[config.mk]
export PLATFORM = sky130hd
export DESIGN_NAME = rgb_to_hsv_converter_core_flat
export DESIGN_NICKNAME = d
export VERILOG_FILES = /design/src/rgbhsv_pkg.sv /design/src/rgbhsv_if.sv /design/src/rgbhsv_div_stage.sv /design/src/rgb_to_hsv_converter_core.sv /design/src/flat_wrapper.sv
export SDC_FILE = /design/constraint.sdc
export NUM_CORES = 1
export LEC_CHECK = 0
export BUFFER_PORTS_ARGS = -buffer_cell sky130_fd_sc_hd__buf_4
export CORE_UTILIZATION = 37
export CTS_BUF_LIST = sky130_fd_sc_hd__clkbuf_4 sky130_fd_sc_hd__clkbuf_8 sky130_fd_sc_hd__clkbuf_16
export DETAILED_ROUTE_END_ITERATION = 16
export GPL_TIMING_DRIVEN = 0
export SLEW_MARGIN = 20
export SYNTH_ARGS = -nofsm -noshare
export SYNTH_HDL_FRONTEND = slang
export SYNTH_HIERARCHICAL = 1
export SYNTH_SLANG_ARGS = --single-unit
[constraint.sdc]
create_clock -name clk -period 14.67 [get_ports clk]
set_input_delay 2.2005 -clock clk [delete_from_list [all_inputs] [get_ports clk]]
set_output_delay 2.2005 -clock clk [all_outputs]
set_load 0.01 [all_outputs]
[src/rgbhsv_pkg.sv]
`default_nettype none
// ----------------------------------------------------------------------------
// RGB to HSV converter package
// Shared defaults, pipeline constants and codes for the converter.
// ----------------------------------------------------------------------------
package rgbhsv_pkg;

  // Default widths of one color component and of the hue result.
  localparam int COMPONENT_BITS_DEF = 8;
  localparam int HUE_BITS_DEF       = 16;

  // Number of quotient bits each divider stage resolves.
  localparam int STEPS_PER_STAGE = 2;

  // Which component holds the largest value (red wins ties, then green).
  typedef enum logic [1:0] {
    SEL_RED,
    SEL_GREEN,
    SEL_BLUE
  } max_sel_t;

endpackage : rgbhsv_pkg
`default_nettype wire

[src/rgbhsv_if.sv]
`default_nettype none
// ----------------------------------------------------------------------------
// RGB to HSV converter stream interfaces
// Valid/ready channels for the incoming pixel and the outgoing HSV result.
// ----------------------------------------------------------------------------

// One pixel beat: three unsigned color components.
interface rgbhsv_pix_if #(
  parameter int COMPONENT_BITS = 8
);
  logic                      valid;
  logic                      ready;
  logic [COMPONENT_BITS-1:0] red_in;
  logic [COMPONENT_BITS-1:0] green_in;
  logic [COMPONENT_BITS-1:0] blue_in;

  modport source (output valid, output red_in, output green_in, output blue_in,
                  input ready);
  modport sink   (input valid, input red_in, input green_in, input blue_in,
                  output ready);
endinterface : rgbhsv_pix_if

// One result beat: hue, saturation and value.
interface rgbhsv_hsv_if #(
  parameter int COMPONENT_BITS = 8,
  parameter int HUE_BITS       = 16
);
  logic                      valid;
  logic                      ready;
  logic [HUE_BITS-1:0]       hue_out;
  logic [COMPONENT_BITS-1:0] saturation_out;
  logic [COMPONENT_BITS-1:0] value_out;

  modport source (output valid, output hue_out, output saturation_out,
                  output value_out, input ready);
  modport sink   (input valid, input hue_out, input saturation_out,
                  input value_out, output ready);
endinterface : rgbhsv_hsv_if
`default_nettype wire

[src/rgbhsv_div_stage.sv]
`default_nettype none
// ----------------------------------------------------------------------------
// RGB to HSV divider stage
// One register stage of the two restoring dividers (hue and saturation).
// Each stage resolves a fixed number of quotient bits and passes partial
// remainders, divisors and quotients on to the next stage.
// ----------------------------------------------------------------------------
module rgbhsv_div_stage
  import rgbhsv_pkg::*;
#(
  parameter int COMPONENT_BITS = COMPONENT_BITS_DEF,
  parameter int HUE_BITS       = HUE_BITS_DEF,
  parameter int FIRST_STEP     = 0
) (
  input  wire logic                        clk,
  input  wire logic                        rst_n,

  input  wire logic                        in_valid,
  output logic                             in_ready,
  input  wire logic [COMPONENT_BITS+2:0]   in_hue_rem,
  input  wire logic [COMPONENT_BITS+2:0]   in_hue_den,
  input  wire logic [HUE_BITS-1:0]         in_hue_quo,
  input  wire logic [COMPONENT_BITS-1:0]   in_sat_rem,
  input  wire logic [COMPONENT_BITS-1:0]   in_sat_low,
  input  wire logic [COMPONENT_BITS-1:0]   in_sat_div,
  input  wire logic [COMPONENT_BITS-1:0]   in_sat_quo,
  input  wire logic [COMPONENT_BITS-1:0]   in_value,

  output logic                             out_valid,
  input  wire logic                        out_ready,
  output logic [COMPONENT_BITS+2:0]        out_hue_rem,
  output logic [COMPONENT_BITS+2:0]        out_hue_den,
  output logic [HUE_BITS-1:0]              out_hue_quo,
  output logic [COMPONENT_BITS-1:0]        out_sat_rem,
  output logic [COMPONENT_BITS-1:0]        out_sat_low,
  output logic [COMPONENT_BITS-1:0]        out_sat_div,
  output logic [COMPONENT_BITS-1:0]        out_sat_quo,
  output logic [COMPONENT_BITS-1:0]        out_value
);

  localparam int RW = COMPONENT_BITS + 3;
  localparam int C  = COMPONENT_BITS;

  logic          v_r;
  logic [RW-1:0] hue_rem_r, hue_den_r;
  logic [HUE_BITS-1:0] hue_quo_r;
  logic [C-1:0]  sat_rem_r, sat_low_r, sat_div_r, sat_quo_r, value_r;

  logic [RW-1:0] hue_rem_nxt;
  logic [HUE_BITS-1:0] hue_quo_nxt;
  logic [C-1:0]  sat_rem_nxt, sat_low_nxt, sat_quo_nxt;

  // The stage takes a new beat when it is empty or its beat moves on.
  assign in_ready = !v_r || out_ready;

  // Restoring division steps for both quotients.
  always_comb begin
    logic [RW:0] hue_sh;
    logic [C:0]  sat_sh;
    hue_sh      = '0;
    sat_sh      = '0;
    hue_rem_nxt = in_hue_rem;
    hue_quo_nxt = in_hue_quo;
    sat_rem_nxt = in_sat_rem;
    sat_low_nxt = in_sat_low;
    sat_quo_nxt = in_sat_quo;
    for (int k = 0; k < STEPS_PER_STAGE; k++) begin
      if (FIRST_STEP + k < HUE_BITS) begin
        hue_sh = {hue_rem_nxt, 1'b0};
        if (hue_sh >= {1'b0, in_hue_den}) begin
          hue_rem_nxt = RW'(hue_sh - {1'b0, in_hue_den});
          hue_quo_nxt = {hue_quo_nxt[HUE_BITS-2:0], 1'b1};
        end else begin
          hue_rem_nxt = hue_sh[RW-1:0];
          hue_quo_nxt = {hue_quo_nxt[HUE_BITS-2:0], 1'b0};
        end
      end
      if (FIRST_STEP + k < C) begin
        sat_sh      = {sat_rem_nxt, sat_low_nxt[C-1]};
        sat_low_nxt = {sat_low_nxt[C-2:0], 1'b0};
        if (sat_sh >= {1'b0, in_sat_div}) begin
          sat_rem_nxt = C'(sat_sh - {1'b0, in_sat_div});
          sat_quo_nxt = {sat_quo_nxt[C-2:0], 1'b1};
        end else begin
          sat_rem_nxt = sat_sh[C-1:0];
          sat_quo_nxt = {sat_quo_nxt[C-2:0], 1'b0};
        end
      end
    end
  end

  // Valid bit of the stage.
  always_ff @(posedge clk) begin
    if (!rst_n) begin
      v_r <= 1'b0;
    end else if (in_ready) begin
      v_r <= in_valid;
    end
  end

  // Payload registers load only with an incoming beat.
  always_ff @(posedge clk) begin
    if (in_valid && in_ready) begin
      hue_rem_r <= hue_rem_nxt;
      hue_den_r <= in_hue_den;
      hue_quo_r <= hue_quo_nxt;
      sat_rem_r <= sat_rem_nxt;
      sat_low_r <= sat_low_nxt;
      sat_div_r <= in_sat_div;
      sat_quo_r <= sat_quo_nxt;
      value_r   <= in_value;
    end
  end

  assign out_valid   = v_r;
  assign out_hue_rem = hue_rem_r;
  assign out_hue_den = hue_den_r;
  assign out_hue_quo = hue_quo_r;
  assign out_sat_rem = sat_rem_r;
  assign out_sat_low = sat_low_r;
  assign out_sat_div = sat_div_r;
  assign out_sat_quo = sat_quo_r;
  assign out_value   = value_r;

endmodule : rgbhsv_div_stage
`default_nettype wire

[src/rgb_to_hsv_converter_core.sv]
`default_nettype none
// Throughput: one pixel per cycle unless the output stalls.
// Each divider stage resolves two quotient bits.
// A stalled output holds every stage that is full; empty stages still fill.
// Reset (synchronous, rst_n low) clears all valid bits; data registers keep their values.
// ----------------------------------------------------------------------------
// RGB to HSV converter core
// Pipelined pixel converter: max/min search, hue and saturation setup, then
// a chain of restoring divider stages that produce hue and saturation.
// ----------------------------------------------------------------------------
module rgb_to_hsv_converter_core
  import rgbhsv_pkg::*;
#(
  parameter int COMPONENT_BITS = COMPONENT_BITS_DEF,
  parameter int HUE_BITS       = HUE_BITS_DEF
) (
  input  wire logic     clk,
  input  wire logic     rst_n,
  rgbhsv_pix_if.sink    in_pix,
  rgbhsv_hsv_if.source  out_hsv
);

  localparam int C     = COMPONENT_BITS;
  localparam int RW    = COMPONENT_BITS + 3;
  localparam int NW    = COMPONENT_BITS + 4;
  localparam int NSTEP = (HUE_BITS > COMPONENT_BITS) ? HUE_BITS : COMPONENT_BITS;
  localparam int ND    = (NSTEP + STEPS_PER_STAGE - 1) / STEPS_PER_STAGE;

  // Stage 1: registered components with their maximum, minimum and winner.
  logic         v1_r;
  logic [C-1:0] r1_r, g1_r, b1_r, hi1_r, lo1_r;
  max_sel_t     sel1_r;
  logic [C-1:0] hi1_nxt, lo1_nxt;
  max_sel_t     sel1_nxt;

  // Stage 2: divider operands.
  logic          v2_r;
  logic [RW-1:0] hue_rem2_r, hue_den2_r;
  logic [C-1:0]  sat_rem2_r, sat_low2_r, sat_div2_r, value2_r;
  logic [RW-1:0] hue_rem2_nxt, hue_den2_nxt;
  logic [C-1:0]  sat_rem2_nxt, sat_low2_nxt, sat_div2_nxt;

  logic adv1, adv2;

  // Divider chain links; index 0 feeds the first stage.
  logic                v_a       [0:ND];
  logic                rdy_a     [0:ND];
  logic [RW-1:0]       hue_rem_a [0:ND];
  logic [RW-1:0]       hue_den_a [0:ND];
  logic [HUE_BITS-1:0] hue_quo_a [0:ND];
  logic [C-1:0]        sat_rem_a [0:ND];
  logic [C-1:0]        sat_low_a [0:ND];
  logic [C-1:0]        sat_div_a [0:ND];
  logic [C-1:0]        sat_quo_a [0:ND];
  logic [C-1:0]        value_a   [0:ND];

  // Stage handshakes: a stage advances when empty or when its beat moves on.
  assign adv2         = !v2_r || rdy_a[0];
  assign adv1         = !v1_r || adv2;
  assign in_pix.ready = adv1;

  // Largest and smallest component; red wins ties, then green.
  always_comb begin
    hi1_nxt  = in_pix.red_in;
    lo1_nxt  = in_pix.red_in;
    if (in_pix.green_in > hi1_nxt) hi1_nxt = in_pix.green_in;
    if (in_pix.blue_in  > hi1_nxt) hi1_nxt = in_pix.blue_in;
    if (in_pix.green_in < lo1_nxt) lo1_nxt = in_pix.green_in;
    if (in_pix.blue_in  < lo1_nxt) lo1_nxt = in_pix.blue_in;
    if (hi1_nxt == in_pix.red_in) begin
      sel1_nxt = SEL_RED;
    end else if (hi1_nxt == in_pix.green_in) begin
      sel1_nxt = SEL_GREEN;
    end else begin
      sel1_nxt = SEL_BLUE;
    end
  end

  always_ff @(posedge clk) begin
    if (!rst_n) begin
      v1_r <= 1'b0;
    end else if (adv1) begin
      v1_r <= in_pix.valid;
    end
  end

  always_ff @(posedge clk) begin
    if (in_pix.valid && adv1) begin
      r1_r   <= in_pix.red_in;
      g1_r   <= in_pix.green_in;
      b1_r   <= in_pix.blue_in;
      hi1_r  <= hi1_nxt;
      lo1_r  <= lo1_nxt;
      sel1_r <= sel1_nxt;
    end
  end

  // Hue numerator and denominator, saturation dividend split into halves.
  // A zero divisor is replaced by all ones so that the quotient comes out zero.
  always_comb begin
    logic [C-1:0]        delta;
    logic signed [NW-1:0] r_s, g_s, b_s, d_s, num_s;
    logic [2*C-1:0]      sat_num;
    delta = hi1_r - lo1_r;
    r_s   = signed'({4'b0000, r1_r});
    g_s   = signed'({4'b0000, g1_r});
    b_s   = signed'({4'b0000, b1_r});
    d_s   = signed'({4'b0000, delta});
    case (sel1_r)
      SEL_RED:   num_s = g_s - b_s;
      SEL_GREEN: num_s = (d_s <<< 1) + b_s - r_s;
      SEL_BLUE:  num_s = (d_s <<< 2) + r_s - g_s;
      default:   num_s = '0;
    endcase
    if (num_s < 0) begin
      num_s = num_s + (d_s <<< 2) + (d_s <<< 1);
    end
    hue_rem2_nxt = num_s[RW-1:0];
    hue_den2_nxt = {1'b0, delta, 2'b00} + {2'b00, delta, 1'b0};
    if (delta == '0) begin
      hue_den2_nxt = '1;
    end
    sat_num      = {delta, {C{1'b0}}} - {{C{1'b0}}, delta};
    sat_rem2_nxt = sat_num[2*C-1:C];
    sat_low2_nxt = sat_num[C-1:0];
    sat_div2_nxt = (hi1_r == '0) ? '1 : hi1_r;
  end

  always_ff @(posedge clk) begin
    if (!rst_n) begin
      v2_r <= 1'b0;
    end else if (adv2) begin
      v2_r <= v1_r;
    end
  end

  always_ff @(posedge clk) begin
    if (v1_r && adv2) begin
      hue_rem2_r <= hue_rem2_nxt;
      hue_den2_r <= hue_den2_nxt;
      sat_rem2_r <= sat_rem2_nxt;
      sat_low2_r <= sat_low2_nxt;
      sat_div2_r <= sat_div2_nxt;
      value2_r   <= hi1_r;
    end
  end

  // Feed of the divider chain.
  assign v_a[0]       = v2_r;
  assign hue_rem_a[0] = hue_rem2_r;
  assign hue_den_a[0] = hue_den2_r;
  assign hue_quo_a[0] = '0;
  assign sat_rem_a[0] = sat_rem2_r;
  assign sat_low_a[0] = sat_low2_r;
  assign sat_div_a[0] = sat_div2_r;
  assign sat_quo_a[0] = '0;
  assign value_a[0]   = value2_r;

  // Divider stages.
  for (genvar i = 0; i < ND; i++) begin : g_div
    rgbhsv_div_stage #(
      .COMPONENT_BITS (COMPONENT_BITS),
      .HUE_BITS       (HUE_BITS),
      .FIRST_STEP     (i * STEPS_PER_STAGE)
    ) u_stage (
      .clk         (clk),
      .rst_n       (rst_n),
      .in_valid    (v_a[i]),
      .in_ready    (rdy_a[i]),
      .in_hue_rem  (hue_rem_a[i]),
      .in_hue_den  (hue_den_a[i]),
      .in_hue_quo  (hue_quo_a[i]),
      .in_sat_rem  (sat_rem_a[i]),
      .in_sat_low  (sat_low_a[i]),
      .in_sat_div  (sat_div_a[i]),
      .in_sat_quo  (sat_quo_a[i]),
      .in_value    (value_a[i]),
      .out_valid   (v_a[i+1]),
      .out_ready   (rdy_a[i+1]),
      .out_hue_rem (hue_rem_a[i+1]),
      .out_hue_den (hue_den_a[i+1]),
      .out_hue_quo (hue_quo_a[i+1]),
      .out_sat_rem (sat_rem_a[i+1]),
      .out_sat_low (sat_low_a[i+1]),
      .out_sat_div (sat_div_a[i+1]),
      .out_sat_quo (sat_quo_a[i+1]),
      .out_value   (value_a[i+1])
    );
  end

  // Result beat comes straight from the last stage's registers.
  assign rdy_a[ND]              = out_hsv.ready;
  assign out_hsv.valid          = v_a[ND];
  assign out_hsv.hue_out        = hue_quo_a[ND];
  assign out_hsv.saturation_out = sat_quo_a[ND];
  assign out_hsv.value_out      = value_a[ND];

endmodule : rgb_to_hsv_converter_core
`default_nettype wire
[src/flat_wrapper.sv]
// flat-port wrapper written by rule: the top's interface ports become plain ports
module rgb_to_hsv_converter_core_flat import rgbhsv_pkg::*;
#(
  parameter int COMPONENT_BITS = COMPONENT_BITS_DEF,
  parameter int HUE_BITS       = HUE_BITS_DEF
)
  (clk, rst_n, in_pix_valid, in_pix_red_in, in_pix_green_in, in_pix_blue_in, in_pix_ready, out_hsv_valid, out_hsv_hue_out, out_hsv_saturation_out, out_hsv_value_out, out_hsv_ready);
  rgbhsv_pix_if #(.COMPONENT_BITS(COMPONENT_BITS)) in_pix_i ();
  rgbhsv_hsv_if #(.COMPONENT_BITS(COMPONENT_BITS), .HUE_BITS(HUE_BITS)) out_hsv_i ();
  input  wire logic clk;
  input  wire logic rst_n;
  input wire logic [$bits(in_pix_i.valid)-1:0] in_pix_valid;
  input wire logic [$bits(in_pix_i.red_in)-1:0] in_pix_red_in;
  input wire logic [$bits(in_pix_i.green_in)-1:0] in_pix_green_in;
  input wire logic [$bits(in_pix_i.blue_in)-1:0] in_pix_blue_in;
  output wire logic [$bits(in_pix_i.ready)-1:0] in_pix_ready;
  output wire logic [$bits(out_hsv_i.valid)-1:0] out_hsv_valid;
  output wire logic [$bits(out_hsv_i.hue_out)-1:0] out_hsv_hue_out;
  output wire logic [$bits(out_hsv_i.saturation_out)-1:0] out_hsv_saturation_out;
  output wire logic [$bits(out_hsv_i.value_out)-1:0] out_hsv_value_out;
  input wire logic [$bits(out_hsv_i.ready)-1:0] out_hsv_ready;
  assign in_pix_i.valid = in_pix_valid;
  assign in_pix_i.red_in = in_pix_red_in;
  assign in_pix_i.green_in = in_pix_green_in;
  assign in_pix_i.blue_in = in_pix_blue_in;
  assign in_pix_ready = in_pix_i.ready;
  assign out_hsv_valid = out_hsv_i.valid;
  assign out_hsv_hue_out = out_hsv_i.hue_out;
  assign out_hsv_saturation_out = out_hsv_i.saturation_out;
  assign out_hsv_value_out = out_hsv_i.value_out;
  assign out_hsv_i.ready = out_hsv_ready;
  rgb_to_hsv_converter_core #(.COMPONENT_BITS(COMPONENT_BITS), .HUE_BITS(HUE_BITS)) u_core (.clk(clk), .rst_n(rst_n), .in_pix(in_pix_i), .out_hsv(out_hsv_i));
endmodule
==> results_dict.tcl, run 1 <==
set metrics [dict create \
    status "finished, final reports clean" \
    finalPower_mw 6.562 \
    r2r_slack_ns 7.95 \
    hold_viol_final 0 \
    vias 22560 \
    worstPathCellList "buf_4, nand2b_1, nand2b_1, nand2b_1, nand2b_1, nand2b_1, nand2b_1, nand2b_1, nand2b_1, nor2b_1, nand2_1, buf_4" \
    track_usage 0.1492 \
    postSynthCellCount 3034 \
    numCtsBuffers 56 \
    coreArea_um2 90150 \
    dr.pass1.iters 7 \
    ctsResizeCount 0 \
    layout_common_cells "edfxtp_1, inv_1, ha_1" \
    drt-total-wl_um 69740 \
    route.detailed.drc 0 \
    layout_commonest_cell "edfxtp_1" \
    powerDensity_nw_per_um2 173.1 \
    post_drt_via_cell_ratio 5.154 \
    ys_warn_count 6 \
    first_global_vias 22250 \
    finalSetupTns_ns 0 \
    min_period_ns 6.805 \
    drv_slew 0 \
    cts.hold.buffers_added 0 \
    nets 3549 \
    skew_ns 0.01871 \
    netlist_area_um2 33750 \
    grt_pass1_wl_um 113900 \
    clk-insertion-delay-late_ns 0.62 \
    die-height_um 304.0 \
    tritoncts "done" \
    critPathMaxStageDelay_ns 0.37 \
    grt_start_max_net_pins 57 \
    hold_class "reg -> reg" \
    syn_avg_cell_area_um2 11.12 \
    path_class "in -> out" \
    clkSinkCount 508 \
    rsz0062_at_grt "no" \
    antenna_found_initial 0 \
    start_kind "primary input" \
    cellLeakagePower_nw 15.02 \
    cp_common_cell "nand2b_1" \
    layout-drive-gt1-share 0.1271 \
    finalCritPeriodShare 0.4639 \
    port_buffers 61 \
    clk_pin_slew_worst_paths_ns 0.06 \
    required_ns 12.47 \
    ir_worst_vdd_mv 0.1687 \
    die_w_um 304.0 \
    end_kind "output pin" \
    max-slew-margin-rel 0.2848 \
    htreeDepth 2 \
    stdcell_count 4377 \
    cap_violations 0 \
    syn2layout_area_growth_pct 12.30 \
    post-route-util 0.4204 \
    fmax_mhz 146.9 \
    cts_setup_buffers 0 \
    arrival_ns 4.60 \
    antennaDiodeCount 0 \
    dp_hpwl_um 54430 \
    grt_overflow 0 \
    placementRows 110 \
    gp_congestion 0.8769 \
    start_util 0.3744 \
    clockBufferDepth 3 \
    finalSetupViolCount 0 \
    drt_iter0_drc 1279 \
    wl_per_cell_um 15.93 \
    ios 62 \
    dieArea_um2 92430 \
    synth_nets 3423 \
    worstMarginPinSlew_ns 1.069 \
    dp_cells 4278 \
    crit_slowest_cell "nor2b_1" \
    cts-root-buf "clkbuf_16" \
    critPathMaxFanout 4 \
    postRouteAntennaNets 0 \
]
power breakdown:
group | internal (mW) | switching (mW)
combinational | 1.45 | 1.72
clock | 0.953 | 0.577
sequential | 1.81 | 0.0589
total | 4.21 | 2.35
cell type report:
class / instances / area [µm²]
fill: 8478 / 52250
clock buffer: 65 / 1486
clock inverter: 34 / 530.5
inverter: 326 / 1224
multi-input combinational: 2164 / 17150
sequential: 508 / 15150
tap: 1176 / 1471
timing repair buffer: 68 / 628.1
buffer: 36 / 254.0
per-stage QoR:
stage	cell area (µm²)	setup WS (ns)	hold slack, ns
finish	37900	7.865	0.4130
global route	37900	7.514	0.4207
CTS	37900	7.851	0.4136
detailed placement	35880	7.434	0.4045
global placement	35680	7.002	0.4002
floorplan	33750	8.538	0.4003
registers in the layout, summed over array words and instances (netlist names), 11 cells and up:
| name | cells |
|---|---|
| u_core/g_div.u_stage/out_sat_rem | 24 |
| u_core/g_div.u_stage/out_sat_div | 24 |
| u_core/hue_rem2_r | 11 |
| u_core/g_div.u_stage/out_hue_quo | 72 |
| u_core/g_div.u_stage/out_hue_den | 77 |
| u_core/g_div.u_stage/out_sat_quo | 52 |
| u_core/g_div.u_stage/out_sat_low | 12 |
| u_core/g_div.u_stage/out_value | 64 |
| u_core/g_div.u_stage/out_hue_rem | 77 |
| u_core/hue_den2_r | 11 |
per-layer routing:
layer | vias up | GRT usage | wire length [µm]
li1 | 11440 | - | -
met4 | 0 | 0.04616 | 1858
met3 | 106 | 0.01866 | 1987
met2 | 315 | 0.2626 | 33690
met5 | - | 0 | 0
met1 | 10700 | 0.1897 | 32200
worst paths after layout:
check                                                  from                                              to  cells after the start
max                                           out_hsv_ready                                    in_pix_ready                     12
min          u_core/g_div[4].u_stage/out_value[3]$_DFFE_PP_  u_core/g_div[5].u_stage/out_value[3]$_DFFE_PP_                      0
max reg2reg                       u_core/hi1_r[0]$_DFFE_PP_                 u_core/hue_rem2_r[10]$_DFFE_PP_                     25
min reg2reg  u_core/g_div[4].u_stage/out_value[3]$_DFFE_PP_  u_core/g_div[5].u_stage/out_value[3]$_DFFE_PP_                      0
worst max-delay path: cells and delay by family:
kind	cells	cell delay, ns
buf+inv	2	0.27
simple gates	10	2.13
(Power assumes the default switching activity.)
==> run 2: changes to the inputs <==
==> constraint.sdc (replaced) <==
create_clock -name clk -period 5.65 [get_ports clk]
set_input_delay 0.8475 -clock clk [delete_from_list [all_inputs] [get_ports clk]]
set_output_delay 0.8475 -clock clk [all_outputs]
set_load 0.01 [all_outputs]
==> run 2 against run 1 <==
  * Global-route usage up 0.34 points
  * Clock-buffer cell count down 2
  * Register-to-register slack worse by 7.9 ns
  * First-iteration DRC count down 10%
  * Clock power up 140%
  * Sequential share of layout area down 0.40 points
  * Core utilization up 0.43 points
  * Setup slack worse by 7.8 ns
  * Critical path type is now reg -> reg
==> results_dict.tcl, run 2 (same netlist as run 1, synthesis figures left out) <==
set metrics [dict create \
    status "finished, final reports clean" \
    dieArea_um2 92430 \
    rsz0062_at_grt "yes" \
    coreArea_um2 90150 \
    powerDensity_nw_per_um2 458.9 \
    drt-total-wl_um 71780 \
    hold_class "reg -> reg" \
    min_path_cells 0 \
    path_class "reg -> reg" \
    min_period_ns 5.602 \
    syn2layout_area_growth_pct 13.45 \
    worstMarginPinSlew_ns 0.8190 \
    drt_iter0_drc 1150 \
    rr_worst_depth 25 \
    finalSetupViolCount 0 \
    finalPower_mw 17.57 \
    start_util 0.3744 \
    drv_slew 0 \
    die-height_um 304.0 \
    max-slew-margin-rel 0.4513 \
    finalSetupTns_ns 0 \
    end_kind "flip-flop" \
    dr.pass1.iters 5 \
    grt_overflow 0 \
    die_w_um 304.0 \
    clk-insertion-delay-late_ns 0.61 \
    placementRows 110 \
    vias 22710 \
    layout_common_cells "edfxtp_1, inv_1, ha_1" \
    fin_ws_ns 0.04759 \
    ir_worst_vdd_mv 0.5023 \
    post_drt_via_cell_ratio 5.152 \
    first_global_vias 22550 \
    antennaDiodeCount 0 \
    fmax_mhz 178.5 \
    clockBufferDepth 3 \
    cts.hold.buffers_added 0 \
    layout_commonest_cell "edfxtp_1" \
    cap_violations 0 \
    cellLeakagePower_nw 15.13 \
    postRouteAntennaNets 0 \
    tritoncts "done" \
    place_ws_ns -0.9803 \
    htreeDepth 2 \
    wl_per_cell_um 16.28 \
    clkSinkCount 508 \
    required_ns 6.00 \
    gp_congestion 0.8644 \
    grt_pass1_wl_um 115900 \
    port_buffers 61 \
    start_kind "flip-flop" \
    hold_viol_final 0 \
    finalCritPeriodShare 0.9916 \
    route.detailed.drc 0 \
    whs_ns 0.4012 \
    fill_cells 8457 \
    critPathMaxFanout 4 \
    grt_start_max_net_pins 57 \
    numCtsBuffers 58 \
    post-route-util 0.4247 \
    layout-drive-gt1-share 0.1482 \
    track_usage 0.1526 \
    ios 62 \
    dp_hpwl_um 55330 \
    cts-root-buf "clkbuf_16" \
    nets 3577 \
    skew_ns 0.02612 \
    antenna_found_initial 1 \
    clk_pin_slew_worst_paths_ns 0.07 \
    arrival_ns 5.95 \
]
run 2: changes by cell type in the layout (fill, tap and decap cells not counted), sizes merged:
cell      previous run  this run
buf                 96       122
bufinv              13         5
clkbuf              73        71
clkinv              14        17
clkinvlp             4        11
inv                329       334
run 2: timing repair:
item,4_1_cts,5_1_grt
setup endpoints to repair,5,15
endpoints found under the hold margin,0,0
buffers inserted,22,3
pin swaps,18,20
resized for setup,33,22
cloned,0,0
run 2: worst max-delay path: stages (launching register included):
cell and delay [ns]:
edfxtp_1 0.44, inv_2 0.11, ha_4 0.13, inv_2 0.04
fa_2 0.39, a21o_1 0.22, a21oi_4 0.22, xnor2_4 0.16
inv_4 0.05, fa_1 0.50, inv_2 0.05, ha_4 0.22
and3_4 0.17, a221o_1 0.37, o41ai_4 0.34, xnor2_1 0.12
a22oi_2 0.15, nand2_1 0.09, fa_1 0.56, ha_4 0.23
or3_4 0.33, o21ai_2 0.07, a21oi_2 0.05, xnor2_1 0.13
nor2_1 0.06, xor2_1 0.15
run 2: layer usage:
| layer | vias to the layer above | track usage | routed length, µm |
|---|---|---|---|
| met1 | 10760 | 0.1973 | 33030 |
| li1 | 11490 | - | - |
| met4 | 0 | 0.04816 | 1913 |
| met2 | 355 | 0.2661 | 34710 |
| met3 | 103 | 0.01678 | 2124 |
| met5 | - | 0 | 0 |
run 2: through the flow:
stage	cell area (µm²)	instances
2_1_floorplan	33750	3034
5_1_grt	38290	4408
6_report	38290	4408
3_3_place_gp	35680	4271
4_1_cts	38180	4405
3_5_place_dp	35920	4279
run 2: power breakdown:
group / switching, mW / internal [mW]
Sequential: 0.149 / 4.70
Combinational: 4.81 / 4.19
Clock: 1.57 / 2.15
Total: 6.53 / 11.0
run 2: worst paths after layout:
path,start,endpoint,slack (ns)
setup / recovery,u_core/hi1_r[0]$_DFFE_PP_,u_core/hue_rem2_r[10]$_DFFE_PP_,0.05
hold / removal,u_core/g_div[5].u_stage/out_sat_quo[1]$_DFFE_PP_,u_core/g_div[6].u_stage/out_sat_quo[1]$_DFFE_PP_,0.40
setup reg to reg,u_core/hi1_r[0]$_DFFE_PP_,u_core/hue_rem2_r[10]$_DFFE_PP_,0.05
hold reg to reg,u_core/g_div[5].u_stage/out_sat_quo[1]$_DFFE_PP_,u_core/g_div[6].u_stage/out_sat_quo[1]$_DFFE_PP_,0.40
run 2: final cells by class:
type | count | area [µm²] | area share
buffer | 36 | 255.2 | 0.006667
inverter | 326 | 1234 | 0.03222
timing repair buffer | 94 | 850.8 | 0.02222
clock inverter | 41 | 411.6 | 0.01075
multi-input combinational | 2164 | 17420 | 0.4550
sequential | 508 | 15150 | 0.3958
tap | 1176 | 1471 | 0.03843
clock buffer | 63 | 1489 | 0.03889
